<file path="config.mk">
export PLATFORM = sky130hd
export DESIGN_NAME = infix_to_postfix_converter
export DESIGN_NICKNAME = d
export VERILOG_FILES = /design/src/hdl/i2p_pkg.sv /design/src/hdl/i2p_front.sv /design/src/hdl/i2p_queue.sv /design/src/hdl/i2p_stack.sv /design/src/hdl/i2p_back.sv /design/src/hdl/infix_to_postfix_converter.sv
export SDC_FILE = /design/constraint.sdc
export NUM_CORES = 1
export LEC_CHECK = 0
export ABC_CLOCK_PERIOD_IN_PS = 4600
export BUFFER_PORTS_ARGS = -buffer_cell sky130_fd_sc_hd__buf_2
export CORE_ASPECT_RATIO = 1.75
export CORE_MARGIN = 3
export CORE_UTILIZATION = 50
export DETAILED_ROUTE_END_ITERATION = 16
export MAX_ROUTING_LAYER = met4
export PLACE_DENSITY_LB_ADDON = 0.15
export SLEW_MARGIN = 40
export SYNTH_ARGS = -nofsm -noshare
export SYNTH_HDL_FRONTEND = slang
export SYNTH_SLANG_ARGS = --single-unit
</file>
<file path="constraint.sdc">
create_clock -name clk -period 4.6 [get_ports clk]
set_input_delay 0.92 -clock clk [delete_from_list [all_inputs] [get_ports clk]]
set_output_delay 0.92 -clock clk [all_outputs]
set_load 0.05 [all_outputs]
</file>
<file path="src/hdl/i2p_pkg.sv">
// ----------------------------------------------------------------------------
// i2p_pkg: shared types and helpers for the infix to postfix converter
// Operator codes, command format between front and back, stack control.
// ----------------------------------------------------------------------------
package i2p_pkg;

  localparam int STACK_DEPTH = 32;
  localparam int CNT_W       = $clog2(STACK_DEPTH + 1);
  localparam int IDX_W       = $clog2(STACK_DEPTH);
  localparam int QUEUE_DEPTH = 2;
  localparam int QPTR_W      = $clog2(QUEUE_DEPTH);
  localparam int QCNT_W      = $clog2(QUEUE_DEPTH + 1);

  // ASCII codes
  localparam logic [7:0] CH_LPAREN = 8'h28;
  localparam logic [7:0] CH_RPAREN = 8'h29;
  localparam logic [7:0] CH_MUL    = 8'h2A;
  localparam logic [7:0] CH_ADD    = 8'h2B;
  localparam logic [7:0] CH_SUB    = 8'h2D;
  localparam logic [7:0] CH_DIV    = 8'h2F;
  localparam logic [7:0] CH_UP_A   = 8'h41;
  localparam logic [7:0] CH_UP_Z   = 8'h5A;
  localparam logic [7:0] CH_LO_A   = 8'h61;
  localparam logic [7:0] CH_LO_Z   = 8'h7A;
  localparam logic [7:0] CH_NONE   = 8'h00;

  typedef logic [2:0] opcode_t;

  localparam opcode_t OP_LPAREN = 3'd0;
  localparam opcode_t OP_ADD    = 3'd1;
  localparam opcode_t OP_SUB    = 3'd2;
  localparam opcode_t OP_MUL    = 3'd3;
  localparam opcode_t OP_DIV    = 3'd4;

  typedef enum logic [2:0] {
    K_LETTER,
    K_LPAREN,
    K_RPAREN,
    K_OPER,
    K_OTHER
  } kind_t;

  typedef struct packed {
    kind_t      kind;
    opcode_t    op;
    logic [7:0] ch;
    logic       last;
  } cmd_t;

  typedef struct packed {
    logic    push;
    logic    pop;
    logic    clear;
    opcode_t code;
  } stk_ctl_t;

  typedef struct packed {
    logic [CNT_W-1:0] count;
    logic [CNT_W-1:0] parens;
    opcode_t          top;
    opcode_t          under;
  } stk_stat_t;

  typedef enum logic [0:0] {
    S_EXEC,
    S_FLUSH
  } state_t;

  function automatic logic [7:0] op_char(opcode_t code);
    logic [7:0] c;
    unique case (code)
      OP_LPAREN: c = CH_LPAREN;
      OP_ADD:    c = CH_ADD;
      OP_SUB:    c = CH_SUB;
      OP_MUL:    c = CH_MUL;
      OP_DIV:    c = CH_DIV;
      default:   c = CH_NONE;
    endcase
    return c;
  endfunction

  function automatic logic [1:0] op_prio(opcode_t code);
    logic [1:0] p;
    unique case (code)
      OP_ADD, OP_SUB: p = 2'd1;
      OP_MUL, OP_DIV: p = 2'd2;
      default:        p = 2'd0;
    endcase
    return p;
  endfunction

  function automatic cmd_t classify(logic [7:0] s, logic last);
    cmd_t c;
    c.ch   = s;
    c.last = last;
    c.op   = OP_LPAREN;
    priority if ((s >= CH_UP_A && s <= CH_UP_Z) || (s >= CH_LO_A && s <= CH_LO_Z)) begin
      c.kind = K_LETTER;
    end else if (s == CH_LPAREN) begin
      c.kind = K_LPAREN;
    end else if (s == CH_RPAREN) begin
      c.kind = K_RPAREN;
    end else if (s == CH_ADD) begin
      c.kind = K_OPER;
      c.op   = OP_ADD;
    end else if (s == CH_SUB) begin
      c.kind = K_OPER;
      c.op   = OP_SUB;
    end else if (s == CH_MUL) begin
      c.kind = K_OPER;
      c.op   = OP_MUL;
    end else if (s == CH_DIV) begin
      c.kind = K_OPER;
      c.op   = OP_DIV;
    end else begin
      c.kind = K_OTHER;
    end
    return c;
  endfunction

endpackage

</file>
<file path="src/hdl/i2p_front.sv">
// ----------------------------------------------------------------------------
// i2p_front: input word acceptance and symbol classification
// Decodes each character into a command and writes it to the queue.
// ----------------------------------------------------------------------------
module i2p_front import i2p_pkg::*; (
  input  logic       in_tvalid,
  output logic       in_tready,
  input  logic [7:0] in_tdata,   // [7:0] symbol
  input  logic       in_tlast,
  output logic       q_push,
  output cmd_t       q_cmd,
  input  logic       q_full
);

  assign in_tready = !q_full;
  assign q_push    = in_tvalid && !q_full;
  assign q_cmd     = classify(in_tdata, in_tlast);

endmodule

</file>
<file path="src/hdl/i2p_queue.sv">
// ----------------------------------------------------------------------------
// i2p_queue: small command FIFO between front and back
// Lets the front keep taking words while the back pops the stack.
// ----------------------------------------------------------------------------
module i2p_queue import i2p_pkg::*; (
  input  logic clk,
  input  logic rst_n,
  input  logic push,
  input  cmd_t wr_cmd,
  output logic full,
  input  logic pop,
  output logic empty,
  output cmd_t rd_cmd
);

  cmd_t              ent_r [QUEUE_DEPTH];
  logic [QPTR_W-1:0] wr_ptr_r, wr_ptr_nxt;
  logic [QPTR_W-1:0] rd_ptr_r, rd_ptr_nxt;
  logic [QCNT_W-1:0] fill_r, fill_nxt;

  assign full   = (fill_r == QCNT_W'(QUEUE_DEPTH));
  assign empty  = (fill_r == '0);
  assign rd_cmd = ent_r[rd_ptr_r];

  always_comb begin
    wr_ptr_nxt = push ? wr_ptr_r + QPTR_W'(1) : wr_ptr_r;
    rd_ptr_nxt = pop  ? rd_ptr_r + QPTR_W'(1) : rd_ptr_r;
    unique case ({push, pop})
      2'b10:   fill_nxt = fill_r + QCNT_W'(1);
      2'b01:   fill_nxt = fill_r - QCNT_W'(1);
      default: fill_nxt = fill_r;
    endcase
  end

  always_ff @(posedge clk) begin
    if (!rst_n) begin
      wr_ptr_r <= '0;
      rd_ptr_r <= '0;
      fill_r   <= '0;
    end else begin
      wr_ptr_r <= wr_ptr_nxt;
      rd_ptr_r <= rd_ptr_nxt;
      fill_r   <= fill_nxt;
    end
  end

  always_ff @(posedge clk) begin
    if (push) begin
      ent_r[wr_ptr_r] <= wr_cmd;
    end
  end

endmodule

</file>
<file path="src/hdl/i2p_stack.sv">
// ----------------------------------------------------------------------------
// i2p_stack: operator stack
// Memory with a cached top entry and a prefetched entry below it, so a pop
// every cycle sees the new top at once. Tracks how many '(' are held.
// ----------------------------------------------------------------------------
module i2p_stack import i2p_pkg::*; (
  input  logic      clk,
  input  logic      rst_n,
  input  stk_ctl_t  ctl,
  output stk_stat_t stat
);

  opcode_t          mem [STACK_DEPTH];
  logic [CNT_W-1:0] count_r, count_nxt;
  logic [CNT_W-1:0] parens_r, parens_nxt;
  opcode_t          top_r, top_nxt;
  opcode_t          under_r;
  logic [CNT_W-1:0] rd_cnt;

  always_comb begin
    count_nxt  = count_r;
    parens_nxt = parens_r;
    top_nxt    = top_r;
    priority if (ctl.clear) begin
      count_nxt  = '0;
      parens_nxt = '0;
    end else if (ctl.push) begin
      count_nxt = count_r + CNT_W'(1);
      top_nxt   = ctl.code;
      if (ctl.code == OP_LPAREN) begin
        parens_nxt = parens_r + CNT_W'(1);
      end
    end else if (ctl.pop) begin
      count_nxt = count_r - CNT_W'(1);
      top_nxt   = under_r;
      if (top_r == OP_LPAREN) begin
        parens_nxt = parens_r - CNT_W'(1);
      end
    end
  end

  // entry below the next top; never the address written this cycle
  assign rd_cnt = count_nxt - CNT_W'(2);

  always_ff @(posedge clk) begin
    if (!rst_n) begin
      count_r  <= '0;
      parens_r <= '0;
    end else begin
      count_r  <= count_nxt;
      parens_r <= parens_nxt;
    end
  end

  always_ff @(posedge clk) begin
    top_r <= top_nxt;
    if (ctl.push) begin
      mem[count_r[IDX_W-1:0]] <= ctl.code;
    end
    under_r <= mem[rd_cnt[IDX_W-1:0]];
  end

  assign stat.count  = count_r;
  assign stat.parens = parens_r;
  assign stat.top    = top_r;
  assign stat.under  = under_r;

endmodule

</file>
<file path="src/hdl/i2p_back.sv">
// ----------------------------------------------------------------------------
// i2p_back: shunting-yard sequencer and output register
// Executes queued commands against the stack, one push or pop per cycle unless
// the output is stalled, and flushes the stack at end of expression.
// ----------------------------------------------------------------------------
module i2p_back import i2p_pkg::*; (
  input  logic       clk,
  input  logic       rst_n,
  input  logic       q_empty,
  input  cmd_t       head,
  output logic       q_pop,
  output stk_ctl_t   stk_ctl,
  input  stk_stat_t  stk,
  output logic       out_tvalid,
  input  logic       out_tready,
  output logic [7:0] out_tdata,  // [7:0] out_char
  output logic       out_tlast,
  output logic [1:0] out_tuser   // [0] has_char, [1] overflow
);

  state_t           state_r, state_nxt;
  logic             ovf_r, ovf_nxt;
  logic             emitted_r, emitted_nxt;
  logic             ov_r;
  logic [7:0]       och_r;
  logic             ohas_r;
  logic             olast_r;
  logic             oovf_r;

  logic             slot_free;
  logic [CNT_W-1:0] ops;
  logic             stk_empty;
  logic             stk_full;
  logic             under_valid;
  logic             under_op;
  logic             under_cont;
  logic [1:0]       top_prio;
  logic [1:0]       cur_prio;

  logic             emit;
  logic [7:0]       e_char;
  logic             e_has;
  logic             e_last;
  logic             ovf_set;
  logic             finish;
  logic             flush_done;

  assign slot_free   = !ov_r || out_tready;
  assign ops         = stk.count - stk.parens;
  assign stk_empty   = (stk.count == '0);
  assign stk_full    = (stk.count == CNT_W'(STACK_DEPTH));
  assign under_valid = (stk.count > CNT_W'(1));
  assign top_prio    = op_prio(stk.top);
  assign cur_prio    = op_prio(head.op);
  assign under_op    = under_valid && (stk.under != OP_LPAREN);
  assign under_cont  = under_valid && (op_prio(stk.under) >= cur_prio);

  // actions of the current cycle
  always_comb begin
    emit       = 1'b0;
    e_char     = CH_NONE;
    e_has      = 1'b1;
    e_last     = 1'b0;
    ovf_set    = 1'b0;
    finish     = 1'b0;
    flush_done = 1'b0;
    stk_ctl    = '0;
    unique case (state_r)
      S_EXEC: begin
        if (!q_empty) begin
          unique case (head.kind)
            K_LETTER: begin
              if (slot_free) begin
                emit   = 1'b1;
                e_char = head.ch;
                e_last = !head.last || (ops == '0);
                finish = 1'b1;
              end
            end
            K_LPAREN: begin
              if (stk_full) begin
                ovf_set = 1'b1;
              end else begin
                stk_ctl.push = 1'b1;
                stk_ctl.code = OP_LPAREN;
              end
              finish = 1'b1;
            end
            K_RPAREN: begin
              if (stk_empty) begin
                finish = 1'b1;
              end else if (stk.top == OP_LPAREN) begin
                stk_ctl.pop = 1'b1;
                finish      = 1'b1;
              end else if (slot_free) begin
                emit        = 1'b1;
                e_char      = op_char(stk.top);
                stk_ctl.pop = 1'b1;
                // more output follows if the next entry is an operator, or the
                // end-of-expression flush will find operators below the '('
                e_last      = !(under_op || (head.last && ops > CNT_W'(1)));
              end
            end
            K_OPER: begin
              if (!stk_empty && top_prio >= cur_prio) begin
                if (slot_free) begin
                  emit        = 1'b1;
                  e_char      = op_char(stk.top);
                  stk_ctl.pop = 1'b1;
                  // at end, the operator pushed afterwards is flushed out too
                  e_last      = !(under_cont || head.last);
                end
              end else begin
                if (stk_full) begin
                  ovf_set = 1'b1;
                end else begin
                  stk_ctl.push = 1'b1;
                  stk_ctl.code = head.op;
                end
                finish = 1'b1;
              end
            end
            default: begin
              finish = 1'b1;
            end
          endcase
        end
      end
      S_FLUSH: begin
        if (ops == '0) begin
          // only '(' left: drop them all at once
          if (!emitted_r) begin
            if (slot_free) begin
              emit          = 1'b1;
              e_char        = CH_NONE;
              e_has         = 1'b0;
              e_last        = 1'b1;
              stk_ctl.clear = 1'b1;
              flush_done    = 1'b1;
            end
          end else begin
            stk_ctl.clear = 1'b1;
            flush_done    = 1'b1;
          end
        end else if (stk.top == OP_LPAREN) begin
          stk_ctl.pop = 1'b1;
        end else if (slot_free) begin
          emit        = 1'b1;
          e_char      = op_char(stk.top);
          stk_ctl.pop = 1'b1;
          e_last      = (ops == CNT_W'(1));
        end
      end
      default: begin
        flush_done = 1'b1;
      end
    endcase
  end

  assign q_pop = finish;

  always_comb begin
    state_nxt = state_r;
    unique case (state_r)
      S_EXEC:  if (finish && head.last) state_nxt = S_FLUSH;
      S_FLUSH: if (flush_done) state_nxt = S_EXEC;
      default: state_nxt = S_EXEC;
    endcase
  end

  always_comb begin
    ovf_nxt     = ovf_r || ovf_set;
    emitted_nxt = emitted_r;
    if ((finish && !head.last) || flush_done) begin
      emitted_nxt = 1'b0;
    end else if (emit) begin
      emitted_nxt = 1'b1;
    end
  end

  always_ff @(posedge clk) begin
    if (!rst_n) begin
      state_r   <= S_EXEC;
      ovf_r     <= 1'b0;
      emitted_r <= 1'b0;
      ov_r      <= 1'b0;
    end else begin
      state_r   <= state_nxt;
      ovf_r     <= ovf_nxt;
      emitted_r <= emitted_nxt;
      if (emit) begin
        ov_r <= 1'b1;
      end else if (out_tready) begin
        ov_r <= 1'b0;
      end
    end
  end

  // overflow can only be raised by a push, which comes before any later
  // word of the same item, so the live flag is the value after the item
  always_ff @(posedge clk) begin
    if (emit) begin
      och_r   <= e_char;
      ohas_r  <= e_has;
      olast_r <= e_last;
      oovf_r  <= ovf_r;
    end
  end

  assign out_tvalid = ov_r;
  assign out_tdata  = och_r;
  assign out_tlast  = olast_r;
  assign out_tuser  = {oovf_r, ohas_r};

  a_parens_in_stack: assert property (@(posedge clk) disable iff (!rst_n)
    stk.parens <= stk.count)
    else $error("paren count exceeds stack count");

  a_stack_bound: assert property (@(posedge clk) disable iff (!rst_n)
    stk.count <= CNT_W'(STACK_DEPTH))
    else $error("stack count beyond depth");

  a_ovf_sticky: assert property (@(posedge clk) disable iff (!rst_n)
    ovf_r |=> ovf_r)
    else $error("overflow flag cleared");

  a_marker_form: assert property (@(posedge clk) disable iff (!rst_n)
    (ov_r && !ohas_r) |-> (olast_r && och_r == CH_NONE))
    else $error("empty marker not last or not zero");

  a_no_flush_emit_overlap: assert property (@(posedge clk) disable iff (!rst_n)
    (state_r == S_FLUSH) |-> !q_pop)
    else $error("queue popped during flush");

endmodule

</file>
<file path="src/hdl/infix_to_postfix_converter.sv">
// An accepted word is written to the command queue; the back end takes it from
// there and registers each output word. Letters, '(' and ignored symbols need no
// pop; ')' and operators pop stack entries one at a time; end of expression pops
// entries down to the deepest operator (the '(' below it drop at once).
// Reset (rst_n low, synchronous) empties the stack, queue and output and
// clears the overflow flag; stack memory contents are not cleared.
// ----------------------------------------------------------------------------
// infix_to_postfix_converter: shunting-yard infix to postfix conversion
// Front classifies symbols into a queue; back runs the operator stack.
// ----------------------------------------------------------------------------
module infix_to_postfix_converter import i2p_pkg::*; (
  input  logic       clk,
  input  logic       rst_n,
  input  logic       in_tvalid,
  output logic       in_tready,
  input  logic [7:0] in_tdata,   // [7:0] symbol
  input  logic       in_tlast,   // end_of_expr
  output logic       out_tvalid,
  input  logic       out_tready,
  output logic [7:0] out_tdata,  // [7:0] out_char
  output logic       out_tlast,  // last_of_run
  output logic [1:0] out_tuser   // [0] has_char, [1] overflow
);

  logic      q_push;
  logic      q_full;
  logic      q_pop;
  logic      q_empty;
  cmd_t      q_wr_cmd;
  cmd_t      q_head;
  stk_ctl_t  stk_ctl;
  stk_stat_t stk_stat;

  i2p_front u_front (
    .in_tvalid (in_tvalid),
    .in_tready (in_tready),
    .in_tdata  (in_tdata),
    .in_tlast  (in_tlast),
    .q_push    (q_push),
    .q_cmd     (q_wr_cmd),
    .q_full    (q_full)
  );

  i2p_queue u_queue (
    .clk    (clk),
    .rst_n  (rst_n),
    .push   (q_push),
    .wr_cmd (q_wr_cmd),
    .full   (q_full),
    .pop    (q_pop),
    .empty  (q_empty),
    .rd_cmd (q_head)
  );

  i2p_stack u_stack (
    .clk   (clk),
    .rst_n (rst_n),
    .ctl   (stk_ctl),
    .stat  (stk_stat)
  );

  i2p_back u_back (
    .clk        (clk),
    .rst_n      (rst_n),
    .q_empty    (q_empty),
    .head       (q_head),
    .q_pop      (q_pop),
    .stk_ctl    (stk_ctl),
    .stk        (stk_stat),
    .out_tvalid (out_tvalid),
    .out_tready (out_tready),
    .out_tdata  (out_tdata),
    .out_tlast  (out_tlast),
    .out_tuser  (out_tuser)
  );

endmodule

</file>
# After elaboration in Yosys (flattened, before gate mapping)
# Memory sizes are Yosys's and may differ from the RTL's. A register that Yosys moved wholly into a read port is not among the register bits.
# Cells that the tools add are included.
# word_totals
ff_bits	34
ramBits	126
output_inout_bits	13
wordCells	207
memories	2
# mem_list
name	depth	word_bits	read_ports	rd_ports_with_merged_regs	write_ports	line	text
u_stack.mem	32	3	1	1	1	i2p_stack.sv:13	opcode_t mem [STACK_DEPTH];
u_queue.ent_r	2	15	1	1	1	i2p_queue.sv:16	cmd_t ent_r [QUEUE_DEPTH];
# classes
addsub	10
magnitude_cmp	8
eq_ne	27
mux	98
bitwise_logic	4
n_reduce_logical	44
# ops
cell	n
6-bit two-way mux	12
8-bit by 6-bit equality test with 1-bit output (second input constant)	6
8-bit two-way mux	6
1-bit two-way mux	46
3-bit two-way mux	15
6-bit case mux with 5 select lines	1
3-bit by 2-bit equality test with 1-bit output (second input constant)	8
6-bit case mux with 4 select lines	1
8-bit case mux with 3 select lines	1
8-bit by 7-bit greater-or-equal comparator with 1-bit output (second input constant)	2
8-bit by 7-bit <= comparator with 1-bit output (second input constant)	2
2-bit case mux with 2 select lines	4
8-bit case mux with 2 select lines	1
2-bit OR reduction	8
1-bit case mux with 2 select lines	7
6-bit by 1-bit adder with 6-bit output (second input constant)	2
3-bit by 1-bit equality test with 1-bit output (second input constant)	4
6-bit by 1-bit greater-than comparator with 1-bit output (second input constant)	2
6-bit logical NOT	2
6-bit by 1-bit subtractor with 6-bit output (second input constant)	2
3-bit equality test (second input constant)	3
1-bit logical AND	9
3-bit logical NOT	3
1-bit case mux with 3 select lines	3
21 further kinds	41

# Logic depth before layout (Yosys ltp)
# Gate-level depths: netlist of run 1.
# logic_depth
depth_word	13
ltp_mapped	21
ltp_nobuf	18

# Cells and area by module
# From an unflattened synthesis of run 1, not the netlist that was laid out.
# unflattened
cells_unflattened	607
area_unflattened_um2	8018.9
# by_module_without_submodules
mod	instances	cells_per_inst	area_per_inst_um2	seq_area_each_um2
i2p_stack	1	328	5013.6	3273.1
i2p_back	1	177	1491.4	410.4
i2p_queue	1	69	1296.2	1001.0
i2p_front	1	33	217.7	0.0

# Least setup slack after synthesis of run 1
# No wires, ideal clock.
# synth_path
path_type	reg-to-reg
start	register (tool-made name)
end	register u_stack.under_r[0] (read register of u_stack.mem)
setup_ns	0.135
arrival_ns	4.188
required_ns	4.465
slack_ns	0.277
stages_incl_launch_ff	19
path_cell_list	dfxtp_1 > clkbuf_1 > clkbuf_1 > buf_1 > nand2_1 > o31ai_1 > ha_1 > nand2b_1 > a21oi_1 > nor3_1 > o21a_1 > a211oi_2 > nand3_1 > nand3_2 > buf_6 > mux4_2 > a22o_1 > a311oi_1 > a22oi_1
# synth_rtl
element	line	text
to (decl)	i2p_stack.sv:17	opcode_t under_r;

# Worst setup path after layout of run 1
# layout_path
start	register u_stack.count_r[0]
end	register u_stack.under_r[0] (read register of u_stack.mem)
# layout_via
elab_chain_len	11
elab_cells_between_ends	24
# layout_lines
element	line	text
from (decl)	i2p_stack.sv:14	logic [CNT_W-1:0] count_r, count_nxt;
from (signal assigned)	i2p_stack.sv:50	count_r <= count_nxt;
parallel branches: the longest is 9 deep, another holds 6-bit subtractor	--	
6-bit two-way mux (*)	i2p_stack.sv:24	priority if (ctl.clear) begin
5-bit by 2-bit subtractor with 5-bit output (*)	i2p_stack.sv:43	assign rd_cnt = count_nxt - CNT_W'(2);
# Mark *: on every way between the ends.
# A chain may end at the register's enable or synchronous reset.

==> summary.md, run 1 <==
| Metric | Value |
|---|---|
| Status | finished clean |
| Dominant synthesized flop cell | edfxtp_1 |
| Post-synth EDFFs | 140 |
| Setup Viol. Count Final | 0 |
| CP max-delay cell | or4b_4 |
| Worst path bufs/invs | 2 |
| Vias in the first global route | 5331 |
| Critical Path Start | u_stack.count_r[0] |
| First-pass GRT wire length | 27580 um |
| Layout Skew | 11.16 ps |
| Reg2reg end | u_stack.under_r[0] |
| Global route overflow | 0 |
| Hold path cells | 0 |
| CTS Buffer Depth | 2 |
| Crit path DAT | 4720 ps |
| Die Span Y | 172.6 um |
| Non-filler cells, final | 893 |
| DR vias/cell | 5.843 |
| Global router's overall resource usage | 21.31% |
| Num CTS Buffers | 17 |
| Critical path, cell by cell | inv_1, ha_1, fa_1, nand2b_1, a21oi_2, or4b_4, and3_4, or3_4, or3_4, nand3_4, buf_12, mux2_1, nor2_1, a21oi_1, a311oi_1, a22oi_1 |
| Crit start category | flop |
| HP Start | u_back.ovf_r |
| Reg2Reg Setup Slack | 160 ps |
| Fillers | 1268 |
| Top post-synthesis cells by area | edfxtp_1 53%, mux2i_1 7.1%, dfxtp_1 6.1%, nor2_1 4.6%, ha_1 2.8% |
| Routed Antenna Nets | 0 |
| Flip-flop and latch area | 4688 um2 |
| Hold Slack | 435.7 ps |
| Yosys cell types | 74 |
| PortBufs | 25 |
| R2R depth | 16 |
| Core Rows | 60 |
| Crit Path Max Fanout | 10 |
| Root Buffer Master | clkbuf_16 |
| Crit-path max cell delay | 480 ps |
| R2R Path Start | u_stack.count_r[0] |
| DRC violations left | 0 |
| CTS clock-pin slew for the worst setup and hold paths | 70 ps |
| Rel. slew slack | 54.27% |
| Ys async rst share | 0% |
| Nets@finish | 727 |
| # clock sinks | 164 |
| Most used cell, CP | or3_4 |
| Final Slew Violations | 0 |
| Post-Synthesis Cells | 649 |
| Initial antenna violation count | 0 |
| DRT iter0 DRCs | 245 |
| Routed met2 length | 9798 um |
| WHS Endpoint | u_back.oovf_r |
| M1 wire length | 6736 um |
| Fin crit share | 96.55% |
| WL final | 17580 um |
| Met3 WL | 509 um |
| Multi-input combinational cell area | 3025 um2 |
| Routed length per instance | 19.69 um |
| Crit end category | flop |
| Share of cells above drive strength 1 | 17.40% |
| Final hold vios | 0 |
| Final HPWL DP | 12690 um |
| Top Metal Used | met4 |
| Core ar. | 15460 um2 |
| Initial core utilization | 51.30% |
| Sequential-to-total area share from yosys stat | 59.04% |
| Avg Cell Area, Syn | 12.22 um2 |
| GP Congestion | 0.9425 |
| Post-Syn Area | 7934 um2 |
| Cell accounting for the most synthesized area | edfxtp_1 |
| Dpl cells | 858 |
| Pin slew with the least headroom to its limit | 685.9 ps |
| Seq cells post-synth | 164 |
| Area grow syn2layout | 13.61% |
| Fmax | 0.2251 GHz |
| Tmin final | 4442 ps |
| Hold WC Path Type | reg2reg |
| Clock latency on the worst-skew pair | 420 ps |
| Critical Path RT | 4870 ps |
| Synth warnings | 0 |
| H-tree Lvls | 4 |
| WS Path Type | reg2reg |
| Die area | 17470 um2 |
| CP delay by family, top | simple AND/OR/NAND/NOR gates |
| Routed vias | 5218 |
| Yosys top cell area share | 52.99% |
| First-pass detailed-route iteration total | 5 |
| # IOs | 26 |
| Largest net degree at the start of global routing | 33 |
| Max Cap Viol | 0 |
| Inserted Diodes | 0 |
| Chip Width | 101.2 um |
| Synthesized Nets | 682 |
| CTS tree | built |
==> worst max path at each step <==
| stage | slack [ps] | depth (start not counted) | endpoint |
|---|---|---|---|
| after detailed placement | 60 | 15 | u_stack.under_r[0] |
| after global routing | -3 | 17 | u_stack.under_r[0] |
| final | 160 | 16 | u_stack.under_r[0] |
| after CTS | 40 | 16 | u_stack.under_r[0] |
| after global placement | 160 | 17 | u_stack.under_r[0] |
| after floorplan | 280 | 18 | u_stack.under_r[0] |
==> what timing repair did <==
action,in CTS,in global routing
setup endpoints to repair,0,3
setup buffers,0,2
resized for setup,0,6
hold buffers,0,0
hold endpoints to repair,0,0
==> layout make-up <==
class                   instances  share of cell area [%]
clock buffers                  17                   4.720
clock inverters                15                   2.054
inverters                      20                  0.8329
multi-input cells             438                   33.56
flip-flops and latches        164                   52.01
well taps                     186                   2.582
repair buffers                 53                   4.234
==> Yosys cell counts, types with 4 or more instances <==
| library cell | number |
|---|---|
| inv_1 | 18 |
| mux2_2 | 11 |
| xnor2_1 | 14 |
| mux2i_1 | 56 |
| o21ai_0 | 20 |
| or3_1 | 5 |
| nand2_1 | 38 |
| ha_1 | 18 |
| o21ai_1 | 5 |
| and3_1 | 4 |
| buf_6 | 5 |
| nand3_1 | 8 |
| nand2b_1 | 10 |
| edfxtp_1 | 140 |
| dfxtp_1 | 24 |
| a21oi_1 | 25 |
| o22ai_1 | 6 |
| clkbuf_1 | 14 |
| xor2_1 | 10 |
| a22oi_1 | 9 |
| o211ai_1 | 12 |
| nor2_1 | 97 |
| nor3_1 | 11 |
==> sequential cells by signal, summed over array words and instances (netlist names), named ones only <==
name,flops
u_stack.mem,96
u_queue.ent_r,30
u_back.out_tdata,8
u_stack.count_r,6
u_stack.parens_r,6
u_stack.top_r,3
u_stack.under_r,3
u_queue.fill_r,2
u_back.emitted_r,1
u_back.ohas_r,1
u_back.oovf_r,1
u_back.out_tlast,1
u_back.out_tvalid,1
u_back.ovf_r,1
u_back.state_r,1
u_queue.rd_ptr_r,1
u_queue.wr_ptr_r,1
==> cell families after synthesis <==
| family | share of synthesized area, % |
|---|---|
| AND/OR/NAND/NOR | 12.44 |
| buffers and inverters | 3.122 |
| AO/OA/AOI/OAI | 9.857 |
| multiplexers | 9.336 |
| adder cells (fa/ha/maj) | 3.343 |
| XOR/XNOR | 2.854 |
| flip-flops | 59.04 |
==> placed cells by master (no fill, tap or decap), types with 6 or more instances in the layout <==
| master | Yosys | routed |
|---|---|---|
| edfxtp_1 | 140 | 140 |
| nor2_1 | 97 | 97 |
| mux2i_1 | 56 | 56 |
| nand2_1 | 38 | 38 |
| buf_2 | 3 | 25 |
| a21oi_1 | 25 | 24 |
| buf_4 | 2 | 24 |
| dfxtp_1 | 24 | 23 |
| o21ai_0 | 20 | 20 |
| ha_1 | 18 | 18 |
| clkbuf_16 | 0 | 18 |
| inv_1 | 18 | 15 |
| xnor2_1 | 14 | 14 |
| o211ai_1 | 12 | 12 |
| nor3_1 | 11 | 11 |
| mux2_2 | 11 | 11 |
| nand2b_1 | 10 | 10 |
| xor2_1 | 10 | 10 |
| a22oi_1 | 9 | 9 |
| nand3_1 | 8 | 8 |
| o22ai_1 | 6 | 6 |
| inv_6 | 0 | 6 |
==> per-stage QoR <==
| step | instance area [um2] | utilization (%) | worst slack, ps | TNS, ps |
|---|---|---|---|---|
| 2_1_floorplan | 7934 | - | 277.1 | 0 |
| 3_3_place_gp | 8332 | 53.88 | 160.8 | 0 |
| 3_5_place_dp | 8335 | 53.90 | 57.48 | 0 |
| 4_1_cts | 8946 | 57.85 | 40.99 | 0 |
| 5_1_grt | 9014 | 58.28 | -2.782 | -2.782 |
| 6_report | 9014 | 58.28 | 158.5 | 0 |
==> per-layer routing <==
layer	global-route usage, %	vias up
met4	8.763	0
met3	3.391	37
met1	23.33	2549
li1	-	2503
met5	-	-
met2	37.57	129
Power of run 1 is not shown: default switching activity piles up to over one toggle a cycle in this logic, so the estimate is an artifact.
==> run 2: changes to the inputs <==
ABC_CLOCK_PERIOD_IN_PS = 5740   (was 4600)
CAP_MARGIN = 20   (was not set)
clock period = 5.74 ns   (was 4.6 ns; I/O delays follow)
==> run 2 against run 1 <==
Via count is 1.0% lower. Routed wire length decreased by 0.38%. Utilization is 1.3 points lower. Cell count is 2.0% lower. Count of clock-buffer cells in the layout did not move.
==> summary.md, run 2 (synthesized netlist as in run 1, its figures left out) <==
| Metric | Value |
|---|---|
| Status | finished clean |
| Pin slew with the least headroom to its limit | 803.3 ps (+117.4 ps) |
| Vias in the first global route | 5279 (-0.98%) |
| Nets@finish | 709 (-2.5%) |
| CTS tree | built |
| CP max-delay cell | o31ai_1 |
| Inserted Diodes | 0 (unchanged) |
| Die Span Y | 172.6 um (unchanged) |
| Core ar. | 15460 um2 (unchanged) |
| Crit start category | flop |
| First-pass GRT wire length | 27700 um (+0.42%) |
| Most common cell after layout, fill and taps aside | edfxtp_1 |
| WS Path Type | reg2reg |
| Hold buffers post-CTS | 0 (unchanged) |
| GP Congestion | 0.9593 (+1.8%) |
| Root Buffer Master | clkbuf_16 |
| Layout Skew | 14.27 ps (+3.118 ps) |
| CTS clock-pin slew for the worst setup and hold paths | 70 ps (about the same) |
| Clock latency on the worst-skew pair | 430 ps (about the same) |
| Share of cells above drive strength 1 | 14.51% (-2.9 points) |
| Hold WC Path Type | reg2reg |
| Crit-path max cell delay | 550 ps (+70 ps) |
| Rel. slew slack | 46.39% (-7.9 points) |
| H-tree Lvls | 4 (unchanged) |
| Tmin final | 4868 ps (+426.2 ps) |
| Cts repair resizes | 0 (unchanged) |
| Final Slew Violations | 0 (unchanged) |
| # clock sinks | 164 (unchanged) |
| Post-CTS Setup Inserts | 0 (unchanged) |
| Critical path, cell by cell | o31ai_1, ha_1, nand2b_1, a21oi_1, o211a_1, clkinv_1, o41ai_1, a32oi_1, o31ai_1, nor2_4, nor2_4, xor2_1, o21ai_1, mux2_2 |
| RSZ-0062 raised after global routing | no |
| Final HPWL DP | 12700 um (about the same) |
| Max Cap Viol | 0 (unchanged) |
| Setup Viol. Count Final | 0 (unchanged) |
| DR vias/cell | 5.903 (+1.0%) |
| Final hold vios | 0 (unchanged) |
| Initial core utilization | 51.30% (unchanged) |
| Routed vias | 5165 (-1.0%) |
| Crit Path Max Fanout | 17 (+7) |
| WL final | 17520 um (-0.38%) |
| Largest net degree at the start of global routing | 33 (unchanged) |
| Commonest non-fill, non-tap cells in the layout | 140 x edfxtp_1, 97 x nor2_1, 56 x mux2i_1 |
| Global router's overall resource usage | 21.46% (+0.15 points) |
| Initial antenna violation count | 0 (unchanged) |
| Area grow syn2layout | 11.12% |
| PortBufs | 25 (unchanged) |
| Crit path DAT | 5180 ps (+460 ps) |
| Num CTS Buffers | 17 (unchanged) |
| Chip Width | 101.2 um (unchanged) |
| Core Rows | 60 (unchanged) |
| Routed Antenna Nets | 0 (unchanged) |
| Max reg flops | 96 (unchanged) |
| CTS Buffer Depth | 2 (unchanged) |
| Global route overflow | 0 (unchanged) |
| Routed length per instance | 20.02 um (+1.7%) |
| Die area | 17470 um2 (unchanged) |
| Fmax | 0.2054 GHz (-8.8%) |
| Crit end category | flop |
| DRC violations left | 0 (unchanged) |
| Critical Path RT | 6050 ps (+1180 ps) |
| Final setup TNS | 0 ps (unchanged) |
| First-pass detailed-route iteration total | 5 (unchanged) |
| # IOs | 26 (unchanged) |
| Fin crit share | 84.80% (-12 points) |
| DRT iter0 DRCs | 323 (+32%) |
==> run 2: cell types whose count changed in the layout (fill, tap and decap cells not counted), sizes merged <==
cell      delta
buf         -17
clkinv       +2
clkinvlp     -2
clkbuf       -1
==> run 2: metrics by stage <==
| step | utilization, % | area, um2 | instances | setup slack, ps | hold slack [ps] |
|---|---|---|---|---|---|
| after floorplan | - | 7934 | 649 | 1417 | 409.0 |
| after global placement | 53.07 | 8207 | 843 | 1045 | 422.2 |
| after detailed placement | 53.07 | 8207 | 843 | 949.5 | 426.9 |
| after CTS | 57.01 | 8816 | 875 | 936.8 | 438.2 |
| after global routing | 57.01 | 8816 | 875 | 451.6 | 445.3 |
| final | 57.01 | 8816 | 875 | 872.3 | 437.9 |
==> run 2: layout make-up <==
class,count,area [um2]
fillers,1284,6649
flip-flops and latches,164,4684
multi-input cells,438,3002
clock buffers,17,425.4
well taps,186,232.7
repair buffers,35,212.7
clock inverters,15,183.9
inverters,20,75.07
==> run 2: critical path: cells and delay by family (launching register included) <==
family          cells  cell delay [ps]
simple gates        3              760
flops               1              500
xor+xnor            1              350
mux                 1              270
compound gates      7             2060
fa+ha+maj           1              330
buf+inv             1              490
==> run 2: worst paths after layout <==
kind / startpoint / slack (ps) / cells past startpoint / endpoint
worst max-delay path: flop / 870 / 14 / u_stack.under_r[2]
worst min-delay path: u_back.ovf_r / 440 / 0 / u_back.oovf_r
worst max register to register: flop / 870 / 14 / u_stack.under_r[2]
worst min register to register: u_back.ovf_r / 440 / 0 / u_back.oovf_r
==> run 2: metal layers <==
| metal | track usage (%) | vias to the layer above | share of wire, % |
|---|---|---|---|
| met2 | 37.95 | 126 | 56 |
| li1 | - | 2463 | - |
| met4 | 10.82 | 0 | 3.8 |
| met3 | 2.987 | 41 | 2.9 |
| met1 | 22.70 | 2535 | 37 |
| met5 | - | - | 0 |
Power of run 2 is left out for the same reason.
==> run 3: changes to the inputs <==
ABC_AREA = 1   (was not set)
ABC_CLOCK_PERIOD_IN_PS = 4050   (was 5740)
clock period = 4.05 ns   (was 5.74 ns; I/O delays follow)
==> run 3 against run 2 <==
Via count increased by 17%. Critical path depth up 9. Routed wire length grew 8.9%. First-iteration DRC count shrank 8.4%. Critical path type unchanged. Critical endpoint is now u_stack.parens_r[5]. Highest routed layer unchanged.
==> summary.md, run 3 <==
| Metric | Value |
|---|---|
| Fin util | 57.79% (+0.78 points) |
| Avg Cell Area, Syn | 9.410 um2 (-23%) |
| Hold Slack | 441.8 ps (+3.972 ps) |
| Largest net degree at the start of global routing | 59 (+79%) |
| Top post-synthesis cells by area | edfxtp_1 51%, nand2_1 10%, dfxtp_1 5.8%, nand3_1 5.5%, inv_1 4.1% |
| Vias in the first global route | 6009 (+14%) |
| Core Rows | 61 (+1.7%) |
| Die area | 18260 um2 (+4.5%) |
| Global router's overall resource usage | 23.16% (+1.7 points) |
| PortBufs | 25 (unchanged) |
| Clock power frac | 19.8% |
| GP Congestion | 0.9423 (-1.8%) |
| Clock latency on the worst-skew pair | 420 ps (about the same) |
| Crit-path max cell delay | 380 ps (-170 ps) |
| Status | finished clean |
| Most used cell, CP | nand2_1 |
| Critical Path RT | 4360 ps (-1690 ps) |
| Post-synth EDFFs | 140 (unchanged) |
| Routed length per instance | 16.55 um (-17%) |
| Overall power | 7964 uW |
| Pleak | 0.003824 uW |
| Yosys cell types | 43 (-42%) |
| Area grow syn2layout | 12.00% |
| Max reg flops | 96 (unchanged) |
| Tmin final | 3658 ps (-1209 ps) |
| Yosys top cell area share | 50.59% (-2.4 points) |
| # clock sinks | 164 (unchanged) |
| Sequential-to-total area share from yosys stat | 56.38% (-2.7 points) |
| Layout Skew | 9.535 ps (-4.739 ps) |
| DR vias/cell | 5.252 (-11%) |
| Placed cell areas | 8712 um2 (+6.2%) |
| CP max-delay cell | dfxtp_1 |
| Synthesized Nets | 916 (+34%) |
| Most numerous cell in the Yosys netlist | nand2_1 |
| Final HPWL DP | 13850 um (+9.1%) |
| Fin crit share | 90.33% (+5.5 points) |
| Switching Fraction | 46.77% |
| Num CTS Buffers | 17 (unchanged) |
| Inserted Diodes | 0 (unchanged) |
| DRC violations left | 0 (unchanged) |
| Post-Syn Area | 8309 um2 (+4.7%) |
| Synth cell count leaders | 232 x nand2_1, 140 x edfxtp_1, 91 x nand3_1, 90 x inv_1, 83 x nor2_1 |
| Final hold vios | 0 (unchanged) |
| Rel. slew slack | 59.75% (+13 points) |
| Ys async rst share | 0% (unchanged) |
| Routed Antenna Nets | 0 (unchanged) |
| CTS clock-pin slew for the worst setup and hold paths | 70 ps (about the same) |
| CTS tree | built |
| Chip Width | 103.5 um (+2.2%) |
| VDD IR max | 487.3 uV |
| DRT iter0 DRCs | 296 (-8.4%) |
| WS Path Type | reg2reg |
| Global route overflow | 0 (unchanged) |
| Root Buffer Master | clkbuf_16 |
| Die Span Y | 176.5 um (+2.3%) |
| Crit path DAT | 3970 ps (-1210 ps) |
| Seq cells post-synth | 164 (unchanged) |
| Critical path, cell by cell | inv_4, or2_2, o21ai_1, inv_1, or2_2, a21oi_2, ha_1, o21ai_0, nand2_1, nand2_4, nand2_4, nand2_4, nand2_8, ha_1, a21oi_1, nand2_1, nand2_1, nand2_1, a21oi_2, or2_2, nand3_1, o21ai_0, a21oi_1 |
| Share of cells above drive strength 1 | 14.16% (-0.35 points) |
| Comb pwr share | 52.7% |
| Hold WC Path Type | reg2reg |
| CP delay by family, top | simple AND/OR/NAND/NOR gates |
| Dominant synthesized flop cell | edfxtp_1 |
| Final Slew Violations | 0 (unchanged) |
| Most common cell after layout, fill and taps aside | nand2_1 |
| Final instance area | 9306 um2 (+5.6%) |
| Crit Path Max Fanout | 14 (-3) |
| First-pass GRT wire length | 30610 um (+11%) |
| Final setup TNS | 0 ps (unchanged) |
| CTS Buffer Depth | 2 (unchanged) |
| Max Cap Viol | 0 (unchanged) |
| Routed vias | 6050 (+17%) |
| First-pass detailed-route iteration total | 5 (unchanged) |
| Initial antenna violation count | 0 (unchanged) |
| Internal Pwr Total | 4239 uW |
| WL final | 19070 um (+8.9%) |
| Core ar. | 16100 um2 (+4.1%) |
| Worst path bufs/invs | 2 (+1) |
| Seq pwr share | 27.5% |
| H-tree Lvls | 4 (unchanged) |
| Synth warnings | 0 (unchanged) |
| Post-Synthesis Cells | 883 (+36%) |
| Commonest non-fill, non-tap cells in the layout | 230 x nand2_1, 140 x edfxtp_1, 90 x inv_1, 90 x nand3_1, 83 x nor2_1 |
| Nets@finish | 952 (+34%) |
| RSZ-0062 raised after global routing | no |
| Post-CTS Setup Inserts | 0 (unchanged) |
| Fillers | 1417 (+10%) |
| Setup Viol. Count Final | 0 (unchanged) |
| Crit start category | flop |
| Pwr/cell area | 855.7 nW/um2 |
| Pin slew with the least headroom to its limit | 597.5 ps (-205.8 ps) |
| Psw | 3725 uW |
| Cell accounting for the most synthesized area | edfxtp_1 |
| # IOs | 26 (unchanged) |
| Crit end category | flop |
| Initial core utilization | 51.60% (+0.29 points) |
| Fmax | 0.2733 GHz (+33%) |
==> run 3: changes by cell type in the layout (fill, tap and decap cells not counted), sizes merged, moves of 10 or more <==
| cell | delta |
|---|---|
| nand2 | +217 |
| mux2i | -53 |
| o211ai | -10 |
| nor2 | -12 |
| nand3 | +86 |
| nand3b | +12 |
| nand2b | -10 |
| mux2 | -14 |
| o21ai | +16 |
| inv | +77 |
| xnor2 | -11 |
==> run 3: layer usage <==
metal | track usage [%] | routed length [um] | share of wire, %
met1 | 23.47 | 6651 | 35
met2 | 42.28 | 11020 | 58
met3 | 3.361 | 681 | 3.6
met4 | 10.80 | 719 | 3.8
met5 | - | 0 | 0
==> run 3: what timing repair did <==
action | in CTS | in global routing
resized for setup | 0 | 7
hold buffers | 0 | 0
setup endpoints to repair | 0 | 4
==> run 3: path summary, 6_finish.rpt <==
path / slack [ps] / end / depth (start not counted) / start
max: 390 / u_stack.parens_r[5] / 23 / flop
min: 440 / u_back.oovf_r / 0 / u_back.ovf_r
max reg2reg: 390 / u_stack.parens_r[5] / 23 / flop
min reg2reg: 440 / u_back.oovf_r / 0 / u_back.ovf_r
==> run 3: final cells by class <==
class	instances	area [um2]	share of cell area, %
clock buffers	19	432.9	4.652
flip-flops and latches	164	4684	50.34
multi-input cells	594	3108	33.40
clock inverters	13	141.4	1.519
well taps	220	275.3	2.958
repair buffers	44	287.8	3.092
inverters	98	376.6	4.047
==> run 3: kinds of logic (layout without fill, tap and decap cells) <==
family / after synthesis / after routing / synth area share (%)
xor+xnor: 9 / 9 / 0.9487
flops: 164 / 164 / 56.38
simple gates: 476 / 476 / 26.35
mux: 3 / 3 / 0.3614
fa+ha+maj: 20 / 20 / 3.192
compound gates: 86 / 86 / 5.933
buf+inv: 125 / 174 / 6.836
==> run 3: per-stage QoR <==
step                      setup WS, ps  instances
after CTS                        230.1       1152
after global routing             18.68       1152
after floorplan                  284.2        883
final                            391.6       1152
after global placement           332.0       1120
after detailed placement         234.0       1120
==> run 3: power groups by stage <==
stage	Combinational [uW]	Clock, uW	Sequential, uW
final	4200	1580	2190
after global routing	4750	1680	2210
after CTS	4200	1600	2190
after detailed placement	4190	0	2230
after global placement	4170	0	2230
after floorplan	3070	0	2370
(Power assumes the default switching activity.)
